===== config.mk =====
export PLATFORM = sky130hd
export DESIGN_NAME = packet_frame_synchronizer_unit
export DESIGN_NICKNAME = d
export VERILOG_FILES = /design/src/sv/pfs_pkg.sv /design/src/sv/packet_frame_synchronizer_unit.sv /design/src/sv/pfs_front.sv /design/src/sv/pfs_cmd_queue.sv /design/src/sv/pfs_back.sv
export SDC_FILE = /design/constraint.sdc
export NUM_CORES = 1
export LEC_CHECK = 0
export BUFFER_PORTS_ARGS = -buffer_cell sky130_fd_sc_hd__buf_2
export CORE_MARGIN = 2
export CORE_UTILIZATION = 49
export DETAILED_ROUTE_END_ITERATION = 8
export GPL_TIMING_DRIVEN = 0
export MAX_ROUTING_LAYER = met4
export PLACE_DENSITY = 0.67
export SLEW_MARGIN = 10
export SYNTH_ARGS = -nofsm -noshare
export SYNTH_HDL_FRONTEND = slang
export SYNTH_SLANG_ARGS = --single-unit

===== constraint.sdc =====
create_clock -name clk -period 7.3 [get_ports clk]
set_input_delay 1.46 -clock clk [delete_from_list [all_inputs] [get_ports clk]]
set_output_delay 1.46 -clock clk [all_outputs]
set_load 0.01 [all_outputs]

===== src/sv/pfs_pkg.sv =====
// Package for the packet frame synchroniser: shared types and constants.
// No dependencies; imported by every module of the block.
package pfs_pkg;

    // Configuration register indexes.
    localparam int CFG_INDEX_W = 2;
    localparam logic [CFG_INDEX_W-1:0] REG_DELIMITER     = 2'd0;
    localparam logic [CFG_INDEX_W-1:0] REG_FOOTER_FIRST  = 2'd1;
    localparam logic [CFG_INDEX_W-1:0] REG_FOOTER_SECOND = 2'd2;
    localparam logic [CFG_INDEX_W-1:0] REG_LOSS_LIMIT    = 2'd3;

    // Reset values of the configuration registers.
    localparam logic [7:0] DELIMITER_RESET     = 8'h24;
    localparam logic [7:0] FOOTER_FIRST_RESET  = 8'h0D;
    localparam logic [7:0] FOOTER_SECOND_RESET = 8'h0A;
    localparam logic [7:0] LOSS_LIMIT_RESET    = 8'd3;

    // Status reported with every dispatched byte: locked to the stream.
    localparam logic [1:0] STATUS_SYNC = 2'd2;

    // Packet buffer is split into three banks used in rotation.
    localparam int NUM_BANKS = 3;

    typedef logic [1:0] bank_t;

    typedef struct packed {
        logic [7:0] delimiter;
        logic [7:0] footer_first;
        logic [7:0] footer_second;
        logic [7:0] loss_limit;
    } cfg_t;

    typedef struct packed {
        logic       en;
        bank_t      bank;
        logic [7:0] data;
    } buf_wr_t;

    typedef struct packed {
        logic [7:0] data;
        logic [3:0] idx;
        logic       last;
    } out_item_t;

endpackage


===== src/sv/packet_frame_synchronizer_unit.sv =====
// Packet frame synchroniser, top level. A packet's first byte passes the command
// queue, bank register, read register and output queue; unless stalled, the rest
// follow one a cycle. Throughput, unless stalled: a stream byte per cycle in and
// a packet byte per cycle out; three banks hold up to three packets against stall.
// Reset: registers take their defaults, the block searches with empty queues;
// the buffer is not cleared, as no byte is read before it has been written.
module packet_frame_synchronizer_unit
    import pfs_pkg::*;
#(
    parameter int PACKET_BYTES = 16
) (
    input  logic                   clk,
    input  logic                   rst_n,
    input  logic                   in_valid,
    output logic                   in_stall,
    input  logic [7:0]             data_byte,
    output logic                   out_valid,
    input  logic                   out_stall,
    output logic [7:0]             packet_byte,
    output logic [3:0]             byte_index,
    output logic                   last_byte,
    output logic [1:0]             sync_status,
    input  logic                   cfg_valid,
    output logic                   cfg_ready,
    input  logic [CFG_INDEX_W-1:0] cfg_index,
    input  logic [7:0]             cfg_data
);

    localparam int IDX_W = $clog2(PACKET_BYTES);

    // The front end takes one item per cycle while the command queue has room,
    // checks each completed window against the delimiter and footer and runs the
    // sync state machine. Only good windows seen while synchronised are passed on,
    // as a bank number in the command queue; the bytes themselves were written into
    // that bank of the packet buffer as they arrived. The back end reads a bank out
    // one byte a cycle, while there is room, into a small output queue, so output
    // stall never reaches the front end until all three banks are taken.

    cfg_t             cfg_reg;
    logic             cmd_push;
    bank_t            cmd_bank;
    logic             cmd_pop;
    logic             cmd_full;
    logic             cmd_empty;
    bank_t            cmd_head;
    buf_wr_t          buf_wr;
    logic [IDX_W-1:0] buf_wr_idx;

    // Configuration is always accepted.
    assign cfg_ready = 1'b1;

    always_ff @(posedge clk or negedge rst_n)
    begin
        if (!rst_n)
        begin
            cfg_reg.delimiter     <= DELIMITER_RESET;
            cfg_reg.footer_first  <= FOOTER_FIRST_RESET;
            cfg_reg.footer_second <= FOOTER_SECOND_RESET;
            cfg_reg.loss_limit    <= LOSS_LIMIT_RESET;
        end
        else if (cfg_valid && cfg_ready)
        begin
            unique case (cfg_index)
                REG_DELIMITER:     cfg_reg.delimiter     <= cfg_data;
                REG_FOOTER_FIRST:  cfg_reg.footer_first  <= cfg_data;
                REG_FOOTER_SECOND: cfg_reg.footer_second <= cfg_data;
                REG_LOSS_LIMIT:    cfg_reg.loss_limit    <= cfg_data;
                default:           cfg_reg               <= cfg_reg;
            endcase
        end
    end

    pfs_front #(
        .P(PACKET_BYTES)
    ) u_front (
        .clk        (clk),
        .rst_n      (rst_n),
        .in_valid   (in_valid),
        .in_stall   (in_stall),
        .data_byte  (data_byte),
        .cfg        (cfg_reg),
        .cmd_full   (cmd_full),
        .cmd_push   (cmd_push),
        .cmd_bank   (cmd_bank),
        .buf_wr     (buf_wr),
        .buf_wr_idx (buf_wr_idx)
    );

    pfs_cmd_queue u_cmd_queue (
        .clk       (clk),
        .rst_n     (rst_n),
        .push      (cmd_push),
        .push_bank (cmd_bank),
        .pop       (cmd_pop),
        .full      (cmd_full),
        .empty     (cmd_empty),
        .head      (cmd_head)
    );

    pfs_back #(
        .P(PACKET_BYTES)
    ) u_back (
        .clk         (clk),
        .rst_n       (rst_n),
        .buf_wr      (buf_wr),
        .buf_wr_idx  (buf_wr_idx),
        .cmd_empty   (cmd_empty),
        .cmd_head    (cmd_head),
        .cmd_pop     (cmd_pop),
        .out_valid   (out_valid),
        .out_stall   (out_stall),
        .packet_byte (packet_byte),
        .byte_index  (byte_index),
        .last_byte   (last_byte),
        .sync_status (sync_status)
    );

    // A packet is never dispatched into a full command queue.
    assert property (@(posedge clk) disable iff (!rst_n) cmd_push |-> !cmd_full)
        else $error("dispatch pushed into a full command queue");

    // The dispatcher only takes a command that is there.
    assert property (@(posedge clk) disable iff (!rst_n) cmd_pop |-> !cmd_empty)
        else $error("dispatcher popped an empty command queue");

    // The end-of-packet marker sits on the final byte position.
    assert property (@(posedge clk) disable iff (!rst_n)
        (out_valid && last_byte) |-> (byte_index == 4'(PACKET_BYTES - 1)))
        else $error("last byte marker on the wrong byte position");

endmodule


===== src/sv/pfs_front.sv =====
// Front end of the packet frame synchroniser: byte intake, window check
// and the sync state machine. Depends on pfs_pkg.
module pfs_front
    import pfs_pkg::*;
#(
    parameter int P = 16,
    localparam int IDX_W = $clog2(P)
) (
    input  logic             clk,
    input  logic             rst_n,
    input  logic             in_valid,
    output logic             in_stall,
    input  logic [7:0]       data_byte,
    input  cfg_t             cfg,
    input  logic             cmd_full,
    output logic             cmd_push,
    output bank_t            cmd_bank,
    output buf_wr_t          buf_wr,
    output logic [IDX_W-1:0] buf_wr_idx
);

    typedef enum logic [1:0] {
        PH_SEARCH,
        PH_CONFIRM,
        PH_SYNC,
        PH_LOSS
    } phase_t;

    phase_t           phase_reg, phase_next;
    logic [IDX_W-1:0] fill_reg, fill_next;
    logic [IDX_W-1:0] skip_reg, skip_next;
    logic [7:0]       bad_reg, bad_next;
    bank_t            bank_reg, bank_next;
    logic [7:0]       window_reg [P-1];

    logic             accept;
    logic             store;
    logic             window_good;
    logic             found;
    logic [IDX_W-1:0] found_pos;
    logic [7:0]       bad_inc;

    assign in_stall = cmd_full;
    assign accept   = in_valid & ~cmd_full;
    assign store    = accept & (skip_reg == '0);

    // The last byte of the window is the one arriving now.
    assign window_good = (window_reg[0] == cfg.delimiter) &&
                         (window_reg[P-2] == cfg.footer_first) &&
                         (data_byte == cfg.footer_second);

    // First delimiter at offsets 1 and up; lower offsets override higher ones.
    always_comb
    begin
        found     = (data_byte == cfg.delimiter);
        found_pos = IDX_W'(P - 1);
        for (int i = P - 2; i >= 1; i--)
        begin
            if (window_reg[i] == cfg.delimiter)
            begin
                found     = 1'b1;
                found_pos = IDX_W'(i);
            end
        end
    end

    assign bad_inc = (bad_reg == 8'hFF) ? bad_reg : bad_reg + 8'd1;

    always_comb
    begin
        phase_next = phase_reg;
        fill_next  = fill_reg;
        skip_next  = skip_reg;
        bad_next   = bad_reg;
        bank_next  = bank_reg;
        cmd_push   = 1'b0;
        cmd_bank   = bank_reg;
        buf_wr.en   = store;
        buf_wr.bank = bank_reg;
        buf_wr.data = data_byte;
        buf_wr_idx  = fill_reg;

        if (accept)
        begin
            if (skip_reg != '0)
            begin
                skip_next = skip_reg - IDX_W'(1);
            end
            else if (fill_reg != IDX_W'(P - 1))
            begin
                fill_next = fill_reg + IDX_W'(1);
            end
            else
            begin
                fill_next = '0;
                unique case (phase_reg)
                    PH_SEARCH:
                    begin
                        if (window_good)
                        begin
                            phase_next = PH_CONFIRM;
                        end
                        else if (found)
                        begin
                            skip_next  = found_pos;
                            phase_next = PH_CONFIRM;
                        end
                    end
                    PH_CONFIRM:
                    begin
                        phase_next = window_good ? PH_SYNC : PH_SEARCH;
                    end
                    PH_SYNC:
                    begin
                        if (window_good)
                        begin
                            cmd_push  = 1'b1;
                            bank_next = (bank_reg == bank_t'(NUM_BANKS - 1)) ?
                                        '0 : bank_reg + bank_t'(1);
                        end
                        else
                        begin
                            bad_next   = 8'd1;
                            phase_next = PH_LOSS;
                        end
                    end
                    PH_LOSS:
                    begin
                        if (window_good)
                        begin
                            phase_next = PH_SYNC;
                        end
                        else
                        begin
                            bad_next = bad_inc;
                            if (bad_inc >= cfg.loss_limit)
                            begin
                                phase_next = PH_SEARCH;
                            end
                        end
                    end
                    default:
                    begin
                        phase_next = PH_SEARCH;
                    end
                endcase
            end
        end
    end

    always_ff @(posedge clk or negedge rst_n)
    begin
        if (!rst_n)
        begin
            phase_reg <= PH_SEARCH;
            fill_reg  <= '0;
            skip_reg  <= '0;
            bad_reg   <= '0;
            bank_reg  <= '0;
        end
        else
        begin
            phase_reg <= phase_next;
            fill_reg  <= fill_next;
            skip_reg  <= skip_next;
            bad_reg   <= bad_next;
            bank_reg  <= bank_next;
        end
    end

    always_ff @(posedge clk)
    begin
        if (store)
        begin
            for (int i = 0; i < P - 1; i++)
            begin
                if (fill_reg == IDX_W'(i))
                begin
                    window_reg[i] <= data_byte;
                end
            end
        end
    end

endmodule


===== src/sv/pfs_cmd_queue.sv =====
// Two-entry queue of dispatch commands (packet buffer bank numbers)
// between the front end and the dispatcher. Depends on pfs_pkg.
module pfs_cmd_queue
    import pfs_pkg::*;
(
    input  logic  clk,
    input  logic  rst_n,
    input  logic  push,
    input  bank_t push_bank,
    input  logic  pop,
    output logic  full,
    output logic  empty,
    output bank_t head
);

    bank_t      entry_reg [2];
    logic       wr_ptr_reg, wr_ptr_next;
    logic       rd_ptr_reg, rd_ptr_next;
    logic [1:0] count_reg, count_next;

    assign full  = (count_reg == 2'd2);
    assign empty = (count_reg == 2'd0);
    assign head  = entry_reg[rd_ptr_reg];

    always_comb
    begin
        wr_ptr_next = push ? ~wr_ptr_reg : wr_ptr_reg;
        rd_ptr_next = pop ? ~rd_ptr_reg : rd_ptr_reg;
        count_next  = count_reg + 2'(push) - 2'(pop);
    end

    always_ff @(posedge clk or negedge rst_n)
    begin
        if (!rst_n)
        begin
            wr_ptr_reg <= 1'b0;
            rd_ptr_reg <= 1'b0;
            count_reg  <= 2'd0;
        end
        else
        begin
            wr_ptr_reg <= wr_ptr_next;
            rd_ptr_reg <= rd_ptr_next;
            count_reg  <= count_next;
        end
    end

    always_ff @(posedge clk)
    begin
        if (push)
        begin
            entry_reg[wr_ptr_reg] <= push_bank;
        end
    end

endmodule


===== src/sv/pfs_back.sv =====
// Back end of the packet frame synchroniser: three-bank packet buffer,
// byte dispatcher and two-entry output queue. Depends on pfs_pkg.
module pfs_back
    import pfs_pkg::*;
#(
    parameter int P = 16,
    localparam int IDX_W = $clog2(P),
    localparam int ADDR_W = $clog2(NUM_BANKS * P)
) (
    input  logic             clk,
    input  logic             rst_n,
    input  buf_wr_t          buf_wr,
    input  logic [IDX_W-1:0] buf_wr_idx,
    input  logic             cmd_empty,
    input  bank_t            cmd_head,
    output logic             cmd_pop,
    output logic             out_valid,
    input  logic             out_stall,
    output logic [7:0]       packet_byte,
    output logic [3:0]       byte_index,
    output logic             last_byte,
    output logic [1:0]       sync_status
);

    logic [7:0]       mem [NUM_BANKS * P];
    logic [ADDR_W-1:0] wr_addr;
    logic [ADDR_W-1:0] rd_addr;

    logic             active_reg, active_next;
    bank_t            bank_reg, bank_next;
    logic [IDX_W-1:0] rd_idx_reg, rd_idx_next;
    logic             rd_valid_reg;
    logic [7:0]       rdata_reg;
    logic [3:0]       rd_meta_idx_reg;
    logic             rd_meta_last_reg;

    out_item_t        item_reg [2];
    logic             owr_ptr_reg, ord_ptr_reg;
    logic [1:0]       ocount_reg;

    logic             issue;
    logic             issue_last;
    logic             start;
    logic             pop;
    logic [2:0]       level;
    out_item_t        head_item;

    assign wr_addr = ADDR_W'(buf_wr.bank) * ADDR_W'(P) + ADDR_W'(buf_wr_idx);
    assign rd_addr = ADDR_W'(bank_reg) * ADDR_W'(P) + ADDR_W'(rd_idx_reg);

    // Output queue occupancy once this cycle's pop is taken into account.
    assign pop   = out_valid & ~out_stall;
    assign level = 3'(ocount_reg) + 3'(rd_valid_reg) - 3'(pop);

    assign issue      = active_reg & (level < 3'd2);
    assign issue_last = issue & (rd_idx_reg == IDX_W'(P - 1));
    assign start      = ~cmd_empty & (~active_reg | issue_last);
    assign cmd_pop    = start;

    always_comb
    begin
        active_next = active_reg;
        bank_next   = bank_reg;
        rd_idx_next = rd_idx_reg;
        if (issue)
        begin
            rd_idx_next = rd_idx_reg + IDX_W'(1);
            if (issue_last)
            begin
                active_next = 1'b0;
            end
        end
        if (start)
        begin
            active_next = 1'b1;
            bank_next   = cmd_head;
            rd_idx_next = '0;
        end
    end

    always_ff @(posedge clk or negedge rst_n)
    begin
        if (!rst_n)
        begin
            active_reg   <= 1'b0;
            bank_reg     <= '0;
            rd_idx_reg   <= '0;
            rd_valid_reg <= 1'b0;
            owr_ptr_reg  <= 1'b0;
            ord_ptr_reg  <= 1'b0;
            ocount_reg   <= 2'd0;
        end
        else
        begin
            active_reg   <= active_next;
            bank_reg     <= bank_next;
            rd_idx_reg   <= rd_idx_next;
            rd_valid_reg <= issue;
            if (rd_valid_reg)
            begin
                owr_ptr_reg <= ~owr_ptr_reg;
            end
            if (pop)
            begin
                ord_ptr_reg <= ~ord_ptr_reg;
            end
            ocount_reg <= ocount_reg + 2'(rd_valid_reg) - 2'(pop);
        end
    end

    // Packet buffer: one write port for the front end, one read port here.
    always_ff @(posedge clk)
    begin
        if (buf_wr.en)
        begin
            mem[wr_addr] <= buf_wr.data;
        end
        if (issue)
        begin
            rdata_reg        <= mem[rd_addr];
            rd_meta_idx_reg  <= 4'(rd_idx_reg);
            rd_meta_last_reg <= (rd_idx_reg == IDX_W'(P - 1));
        end
        if (rd_valid_reg)
        begin
            item_reg[owr_ptr_reg] <= '{data: rdata_reg,
                                       idx:  rd_meta_idx_reg,
                                       last: rd_meta_last_reg};
        end
    end

    assign head_item   = item_reg[ord_ptr_reg];
    assign out_valid   = (ocount_reg != 2'd0);
    assign packet_byte = head_item.data;
    assign byte_index  = head_item.idx;
    assign last_byte   = head_item.last;
    assign sync_status = STATUS_SYNC;

endmodule

==> run_summary.xml, run 1 <==
<?xml version="1.0" encoding="UTF-8"?>
<metrics>
  <group name="timing">
    <metric name="fin_skew" unit="ns">0.0419</metric>
    <metric name="final_worst_path_period_need" unit="ns">4.96</metric>
    <metric name="grt_setup_unrepaired" unit="">no</metric>
    <metric name="whs" unit="ns">0.443</metric>
    <metric name="setup-tns-final" unit="ns">0</metric>
    <metric name="max-slew-margin-rel" unit="">0.168</metric>
    <metric name="period_share" unit="">0.679</metric>
    <metric name="final-hold-violation-count" unit="">0</metric>
    <metric name="fmax" unit="MHz">202</metric>
    <metric name="final-max-slew-violation-count" unit="">0</metric>
    <metric name="report.final.setup_viol" unit="">0</metric>
    <metric name="max_slew.worst_pin.slew" unit="ns">1.25</metric>
  </group>
  <group name="logic_synthesis">
    <metric name="synth_top_area_share" unit="">0.652</metric>
    <metric name="post_synth.cell_area_avg" unit="um2">18.4</metric>
    <metric name="ys_async_sr_fraction" unit="">0.111</metric>
    <metric name="synth_enable_flop_cells" unit="">547</metric>
    <metric name="synth_sequential_area_ratio" unit="">0.719</metric>
    <metric name="synth.ff_latch_count" unit="">615</metric>
    <metric name="most_frequently_used_cell_type_in_the_post_synthesis_netlist" unit="">edfxtp_1</metric>
    <metric name="ys_top_cells_by_area" unit="">edfxtp_1 (65%), mux4_2 (11%), dfrtp_1 (5.9%), xnor2_1 (4.1%), mux2_2 (2.1%)</metric>
    <metric name="synth.distinct_cells" unit="">58</metric>
    <metric name="postSynth.topFlopCell" unit="">edfxtp_1</metric>
    <metric name="ys_top_cells_by_count" unit="">edfxtp_1 (547), mux4_2 (120), xnor2_1 (118)</metric>
    <metric name="synth_largest_area_cell" unit="">edfxtp_1</metric>
    <metric name="post_synth_instance_area" unit="mm2">0.0252</metric>
    <metric name="synthCells" unit="">1367</metric>
    <metric name="yosysWarnings" unit="">0</metric>
  </group>
  <group name="cells_and_area">
    <metric name="layout-drive-gt1-share" unit="">0.232</metric>
    <metric name="area_growth" unit="%">12.6</metric>
    <metric name="final_nets" unit="">1514</metric>
    <metric name="instances_no_fill" unit="">2205</metric>
    <metric name="final_cell_area" unit="mm2">0.0284</metric>
    <metric name="flip_flop_count_of_the_largest_register_all_copies_and_words_added" unit="">384</metric>
  </group>
  <group name="worst_setup_path">
    <metric name="worst_setup_path_category" unit="">input pin to flop</metric>
    <metric name="crit_path_max_fanout" unit="">19</metric>
    <metric name="worst-endpoint-arrival" unit="ns">5.53</metric>
    <metric name="setup.worst_path.start_class" unit="">input pin</metric>
    <metric name="critical_path.endpoint_type" unit="">flop</metric>
    <metric name="worstPathRequired" unit="ns">7.87</metric>
  </group>
  <group name="pwr">
    <metric name="leakage" unit="nW">9.32</metric>
    <metric name="power.ir.vdd_worst" unit="V">0.000232</metric>
    <metric name="total_power_per_unit_cell_area" unit="mW/mm2">343</metric>
  </group>
  <group name="global_routing">
    <metric name="overflow" unit="">0</metric>
    <metric name="grt_pass1_vias" unit="">12658</metric>
    <metric name="pin_count_of_the_biggest_net_entering_global_routing" unit="">66</metric>
    <metric name="grt_usage" unit="">0.211</metric>
    <metric name="grt_pass1_wl" unit="um">79800</metric>
    <metric name="initial_antenna_violation_count" unit="">2</metric>
  </group>
  <group name="min_path">
    <metric name="hold_path_class" unit="">flop to flop</metric>
  </group>
  <group name="clocking">
    <metric name="holdBufCountCts" unit="">0</metric>
    <metric name="cts.reportedPaths.clkPinSlew" unit="ns">0.06</metric>
    <metric name="postCtsResizedCells" unit="">0</metric>
    <metric name="h_tree_depth_reported_by_cts" unit="">2</metric>
    <metric name="cts_setup_buffers" unit="">0</metric>
    <metric name="cts_num_sinks" unit="">615</metric>
    <metric name="tritoncts" unit="">built</metric>
    <metric name="clkLatencyLatePin" unit="ns">0.65</metric>
    <metric name="ctsLongestPathBuffers" unit="">3</metric>
    <metric name="cts_inserted_buffers" unit="">61</metric>
    <metric name="clock-root-buffer" unit="">clkbuf_16</metric>
  </group>
  <group name="drt">
    <metric name="maxUsedRoutingLayer" unit="">met4</metric>
    <metric name="drt_pre_antenna_iters" unit="">5</metric>
    <metric name="routed_wl" unit="um">53000</metric>
    <metric name="wl_met2" unit="um">26000</metric>
    <metric name="detail-route-antenna-nets" unit="">0</metric>
    <metric name="vias" unit="">12425</metric>
    <metric name="detail_route.wirelength.met1" unit="um">22500</metric>
    <metric name="drt_first_iter_violations" unit="">1003</metric>
    <metric name="route.met3.wl" unit="um">3200</metric>
    <metric name="route.detailed.wl_per_inst" unit="um">24.0</metric>
    <metric name="via_per_inst" unit="">5.63</metric>
    <metric name="remaining_drc_errors" unit="">0</metric>
  </group>
  <group name="run">
    <metric name="cap_violations" unit="">0</metric>
  </group>
  <group name="placed_design">
    <metric name="final_hpwl_from_detailed_placement" unit="um">32400</metric>
    <metric name="port-buffer-count" unit="">37</metric>
    <metric name="placedCellCount" unit="">2088</metric>
    <metric name="place.gp.congestion" unit="">0.826</metric>
    <metric name="placement.cell_area" unit="mm2">0.0263</metric>
  </group>
  <group name="die">
    <metric name="dieWidth" unit="um">231</metric>
    <metric name="floorplan.initialDensity" unit="">0.493</metric>
    <metric name="pin_count" unit="">41</metric>
    <metric name="design.die.area" unit="mm2">0.0533</metric>
    <metric name="die_height" unit="um">231</metric>
    <metric name="fp-row-count" unit="">83</metric>
    <metric name="coreArea" unit="mm2">0.0511</metric>
  </group>
  <group name="outcome">
    <metric name="outcome" unit="">finished, final reports clean</metric>
  </group>
</metrics>
per-stage QoR:
stage	setup WS [ns]	power, mW	utilization
6_report	2.34	9.75	0.556
5_1_grt	1.98	10.1	0.556
4_1_cts	2.37	9.84	0.555
3_5_place_dp	1.73	6.71	0.516
3_3_place_gp	1.82	6.66	0.514
2_1_floorplan	2.48	5.94	-
placed cells by master, fill, tap and decap left out, types with 4 or more instances in the layout:
master,count
clkbuf_8,4
clkbuf_1,39
nor2_1,101
buf_4,15
nand3b_1,4
clkinv_2,11
bufinv_16,6
dfrtp_1,59
clkbuf_16,62
mux2i_1,11
and3_1,4
mux2_2,48
nand2b_1,5
nor4_1,9
a21oi_1,9
inv_1,21
o21ai_0,26
dfstp_2,9
nand2_1,46
buf_1,6
buf_2,41
nor2b_1,4
xor2_1,40
nand4_1,33
buf_6,12
xnor2_1,118
o21a_1,4
edfxtp_1,547
nor3_1,9
ha_1,19
mux4_2,120
clkinv_1,11
nand3_1,12
path summary, 6_finish.rpt:
path | from | to | slack, ns | depth (start not counted)
worst max-delay path | out_stall | u_cmd_queue.count_reg[1] | 2.34 | 17
worst min-delay path | u_back.rd_idx_reg[2] | u_back.rd_meta_idx_reg[2] | 0.44 | 0
worst max register to register | u_back.ocount_reg[1] | u_cmd_queue.count_reg[1] | 2.52 | 17
worst min register to register | u_back.rd_idx_reg[2] | u_back.rd_meta_idx_reg[2] | 0.44 | 0
max in group asynchronous | rst_n | cfg_reg[16] | 5.97 | 2
min in group asynchronous | rst_n | u_back.rd_idx_reg[2] | 0.71 | 1
where the power goes:
| group | internal, mW | switching, mW |
|---|---|---|
| sequential | 4.11 | 0.106 |
| clock | 1.82 | 1.32 |
| combinational | 1.10 | 1.30 |
| total | 7.03 | 2.72 |
layout make-up:
type	count	area, um2
timing repair buffer	40	280
tap	680	851
antenna	2	5.00
inverter	21	78.8
clock buffer	80	1660
sequential	615	18100
clock inverter	35	378
fill	3959	22700
buffer	64	394
multi-input combinational	668	6600
layer usage:
layer | up-vias | track usage
met3 | 92 | 0.0399
met1 | 6428 | 0.282
met5 | - | -
li1 | 5521 | -
met4 | 0 | 0.0573
met2 | 384 | 0.334
logic make-up after synthesis:
| logic type | after synthesis | synth area share |
|---|---|---|
| adder cells (fa/ha/maj) | 20 | 0.0102 |
| other | 2 | 0.000298 |
| flip-flops | 615 | 0.719 |
| multiplexers | 179 | 0.133 |
| AND/OR/NAND/NOR | 247 | 0.0476 |
| AO/OA/AOI/OAI | 61 | 0.0157 |
| buffers and inverters | 85 | 0.0188 |
| XOR/XNOR | 158 | 0.0549 |
worst max-delay path, cell delays in order:
cell and delay [ns]:
buf_2 0.09, nor2b_1 0.18, ha_1 0.26, inv_1 0.05, ha_1 0.13, inv_1 0.06, fa_1 0.41, xnor2_1 0.19
and3_1 0.17, clkbuf_1 0.76, nand2_1 0.16, a21oi_1 0.74, ha_1 0.37, inv_1 0.05, ha_1 0.15, xnor2_1 0.14
xnor2_1 0.13
Power figures use the tool's default switching activity.
==> run 2: changes to the inputs <==
--- a/config.mk
+++ b/config.mk
@@ -5,6 +5,7 @@
 export SDC_FILE = /design/constraint.sdc
 export NUM_CORES = 1
 export LEC_CHECK = 0
+export ABC_AREA = 1
 export BUFFER_PORTS_ARGS = -buffer_cell sky130_fd_sc_hd__buf_2
 export CORE_MARGIN = 2
 export CORE_UTILIZATION = 49
==> constraint.sdc (replaced) <==
create_clock -name clk -period 4.8 [get_ports clk]
set_input_delay 0.96 -clock clk [delete_from_list [all_inputs] [get_ports clk]]
set_output_delay 0.96 -clock clk [all_outputs]
set_load 0.01 [all_outputs]
==> run_summary.xml, run 2 <==
<?xml version="1.0" encoding="UTF-8"?>
<metrics>
  <group name="logic_synthesis">
    <metric name="post_synth_instance_area" unit="mm2">0.0259</metric>
    <metric name="post_synth.cell_area_avg" unit="um2">12.0</metric>
    <metric name="synth.distinct_cells" unit="">48</metric>
    <metric name="synth_sequential_area_ratio" unit="">0.701</metric>
    <metric name="synthCells" unit="">2153</metric>
    <metric name="ys_top_cells_by_area" unit="">edfxtp_1 (64%), dfrtp_1 (5.7%), nand2_1 (5.2%), nor2_1 (4.3%), o21ai_0 (4.0%)</metric>
    <metric name="yosysWarnings" unit="">0</metric>
    <metric name="synth_enable_flop_cells" unit="">547</metric>
    <metric name="most_frequently_used_cell_type_in_the_post_synthesis_netlist" unit="">edfxtp_1</metric>
    <metric name="ys_async_sr_fraction" unit="">0.111</metric>
    <metric name="synth_largest_area_cell" unit="">edfxtp_1</metric>
    <metric name="ys_top_cells_by_count" unit="">edfxtp_1 (547), nand2_1 (360), nor2_1 (296)</metric>
    <metric name="synth_top_area_share" unit="">0.635</metric>
    <metric name="synth.ff_latch_count" unit="">615</metric>
    <metric name="postSynth.topFlopCell" unit="">edfxtp_1</metric>
  </group>
  <group name="worst_setup_path">
    <metric name="worstReg2RegStart" unit="">u_back.ocount_reg[1]</metric>
    <metric name="timing.critical_path.slowest_stage_cell" unit="">fa_1</metric>
    <metric name="worstPathRequired" unit="ns">5.35</metric>
    <metric name="rr_endpoint" unit="">u_cmd_queue.count_reg[1]</metric>
    <metric name="crit_path_max_fanout" unit="">15</metric>
    <metric name="worst_setup_path_category" unit="">flop to flop</metric>
    <metric name="cp.buffers_inverters" unit="">8</metric>
    <metric name="crit_family" unit="">adder cells</metric>
    <metric name="r2r_setup_slack" unit="ns">0.62</metric>
    <metric name="worst-endpoint-arrival" unit="ns">4.73</metric>
    <metric name="crit_startpoint" unit="">u_back.ocount_reg[1]</metric>
    <metric name="critical_path.endpoint_type" unit="">flop</metric>
    <metric name="worst-r2r-cell-count" unit="">19</metric>
    <metric name="path_common_cell" unit="">inv_1</metric>
    <metric name="setup.worst_path.start_class" unit="">flop</metric>
    <metric name="worstPathCellList" unit="">inv_1 -&gt; a21oi_1 -&gt; ha_1 -&gt; inv_1 -&gt; ha_1 -&gt; inv_1 -&gt; fa_1 -&gt; inv_1 -&gt; nor4_4 -&gt; buf_6 -&gt; a21oi_1 -&gt; inv_1 -&gt; o21ai_2 -&gt; clkinvlp_4 -&gt; ha_1 -&gt; inv_1 -&gt; ha_1 -&gt; xnor2_1 -&gt; xor2_1</metric>
    <metric name="critPathMaxStageDelay" unit="ns">0.50</metric>
  </group>
  <group name="die">
    <metric name="floorplan.initialDensity" unit="">0.494</metric>
    <metric name="pin_count" unit="">41</metric>
    <metric name="die_height" unit="um">234</metric>
    <metric name="dieWidth" unit="um">234</metric>
    <metric name="fp-row-count" unit="">84</metric>
    <metric name="design.die.area" unit="mm2">0.0546</metric>
    <metric name="coreArea" unit="mm2">0.0523</metric>
  </group>
  <group name="clocking">
    <metric name="tritoncts" unit="">built</metric>
    <metric name="clock-root-buffer" unit="">clkbuf_16</metric>
    <metric name="ctsLongestPathBuffers" unit="">3</metric>
    <metric name="h_tree_depth_reported_by_cts" unit="">2</metric>
    <metric name="cts_inserted_buffers" unit="">59</metric>
    <metric name="clkLatencyLatePin" unit="ns">0.62</metric>
    <metric name="holdBufCountCts" unit="">0</metric>
    <metric name="cts_num_sinks" unit="">615</metric>
    <metric name="cts.reportedPaths.clkPinSlew" unit="ns">0.06</metric>
  </group>
  <group name="drt">
    <metric name="remaining_drc_errors" unit="">0</metric>
    <metric name="route.detailed.wl_per_inst" unit="um">22.0</metric>
    <metric name="drt_pre_antenna_iters" unit="">8</metric>
    <metric name="via_per_inst" unit="">5.72</metric>
    <metric name="vias" unit="">17102</metric>
    <metric name="drt_first_iter_violations" unit="">1854</metric>
    <metric name="routed_wl" unit="um">65800</metric>
    <metric name="detail-route-antenna-nets" unit="">0</metric>
  </group>
  <group name="placed_design">
    <metric name="place.gp.congestion" unit="">0.934</metric>
    <metric name="placedCellCount" unit="">2884</metric>
    <metric name="port-buffer-count" unit="">37</metric>
    <metric name="placement.cell_area" unit="mm2">0.0270</metric>
    <metric name="final_hpwl_from_detailed_placement" unit="um">43200</metric>
  </group>
  <group name="timing">
    <metric name="fmax" unit="MHz">239</metric>
    <metric name="max-slew-margin-rel" unit="">0.297</metric>
    <metric name="final_worst_path_period_need" unit="ns">4.18</metric>
    <metric name="final-hold-violation-count" unit="">0</metric>
    <metric name="period_share" unit="">0.871</metric>
    <metric name="report.final.setup_viol" unit="">0</metric>
    <metric name="fin_skew" unit="ns">0.0306</metric>
    <metric name="max_slew.worst_pin.slew" unit="ns">1.05</metric>
    <metric name="final-max-slew-violation-count" unit="">0</metric>
    <metric name="grt_setup_unrepaired" unit="">no</metric>
  </group>
  <group name="pwr">
    <metric name="total_power_per_unit_cell_area" unit="mW/mm2">536</metric>
    <metric name="leakage" unit="nW">10.3</metric>
    <metric name="power.ir.vdd_worst" unit="V">0.000314</metric>
  </group>
  <group name="global_routing">
    <metric name="grt_pass1_vias" unit="">16668</metric>
    <metric name="pin_count_of_the_biggest_net_entering_global_routing" unit="">66</metric>
    <metric name="initial_antenna_violation_count" unit="">0</metric>
    <metric name="grt_pass1_wl" unit="um">98800</metric>
    <metric name="overflow" unit="">0</metric>
    <metric name="grt_usage" unit="">0.252</metric>
  </group>
  <group name="cells_and_area">
    <metric name="flip_flop_count_of_the_largest_register_all_copies_and_words_added" unit="">384</metric>
    <metric name="area_growth" unit="%">12.0</metric>
    <metric name="num_antenna_cells" unit="">0</metric>
    <metric name="final_nets" unit="">2300</metric>
    <metric name="instances_no_fill" unit="">2991</metric>
    <metric name="layout-drive-gt1-share" unit="">0.0999</metric>
    <metric name="final_cell_area" unit="mm2">0.0290</metric>
    <metric name="final_cell_mix" unit="">edfxtp_1 (547), nand2_1 (360), nor2_1 (296), o21ai_0 (208), inv_1 (100)</metric>
    <metric name="mostFrequentLayoutCell" unit="">edfxtp_1</metric>
  </group>
  <group name="min_path">
    <metric name="hold_path_class" unit="">input pin to asynchronous set/reset pin</metric>
  </group>
  <group name="outcome">
    <metric name="outcome" unit="">finished, final reports clean</metric>
  </group>
  <group name="run">
    <metric name="cap_violations" unit="">0</metric>
  </group>
</metrics>
-- run 2: cell count changes after synthesis, moves of 58 or more --
cell and delta:
nor2_1 +195, nand3_1 +58, inv_1 +79, o21ai_0 +182
nand2_1 +314, mux4_2 -120, o22ai_1 +66
-- run 2: worst max-delay path by stage --
stage	cells after the start	endpoint	slack (ns)
3_5_place_dp	19	u_cmd_queue.count_reg[1]	-0.30
6_report	19	u_cmd_queue.count_reg[1]	0.62
4_1_cts	19	u_cmd_queue.count_reg[1]	0.24
5_1_grt	19	u_cmd_queue.count_reg[1]	0.37
2_1_floorplan	17	u_cmd_queue.count_reg[1]	0.26
3_3_place_gp	18	u_cmd_queue.count_reg[1]	-0.98
-- run 2: final cells by class --
class / count / area (um2)
Buffer: 102 / 493
Sequential cell: 615 / 18100
Inverter: 109 / 415
Fill cell: 4339 / 23400
Clock buffer: 91 / 1790
Tap cell: 688 / 861
Multi-Input combinational cell: 1328 / 6830
Clock inverter: 16 / 124
Timing Repair Buffer: 42 / 314
-- run 2: kinds of logic (layout without fill, tap and decap cells) --
group                      after synthesis  count (layout)  share of synthesized area
adders and majority gates               20              20                    0.00997
xor gates and xnor gates                97              97                     0.0331
muxes                                    1               1                   0.000580
buffers and inverters                  211             360                     0.0350
other                                    2               3                   0.000290
and+or+nand+nor                        812             812                      0.131
AOI/OAI and AO/OA                      395             395                     0.0886
DFF                                    615             615                      0.701
-- run 2: what timing repair did --
item,4_1_cts,5_1_grt
setup endpoints to repair,0,1
gates resized for setup,0,2
endpoints found under the hold margin,0,0
buffers inserted,0,0
-- run 2: routing by layer --
| metal | global-route usage | vias to the layer above | wire length (um) |
|---|---|---|---|
| li1 | - | 7805 | - |
| met1 | 0.333 | 8387 | 27400 |
| met2 | 0.394 | 785 | 30600 |
| met3 | 0.0542 | 125 | 5820 |
| met4 | 0.0738 | 0 | 1930 |
| met5 | - | - | 0 |
-- run 2: power breakdown --
part,switching (mW),internal (mW)
registers,0.188,6.26
clock network,1.94,2.61
logic,3.24,1.29
total,5.36,10.2
-- run 2: stage by stage --
| stage | hold WS [ns] | setup slack [ns] | setup TNS, ns | util | power [mW] |
|---|---|---|---|---|---|
| finish | 0.231 | 0.618 | 0 | 0.553 | 15.5 |
| global route | 0.225 | 0.374 | 0 | 0.553 | 16.2 |
| CTS | 0.207 | 0.241 | 0 | 0.553 | 15.5 |
| detailed placement | 0.436 | -0.298 | -0.399 | 0.517 | 11.0 |
| global placement | 0.428 | -0.977 | -4.01 | 0.514 | 10.8 |
| floorplan | 0.421 | 0.258 | 0 | - | 9.22 |
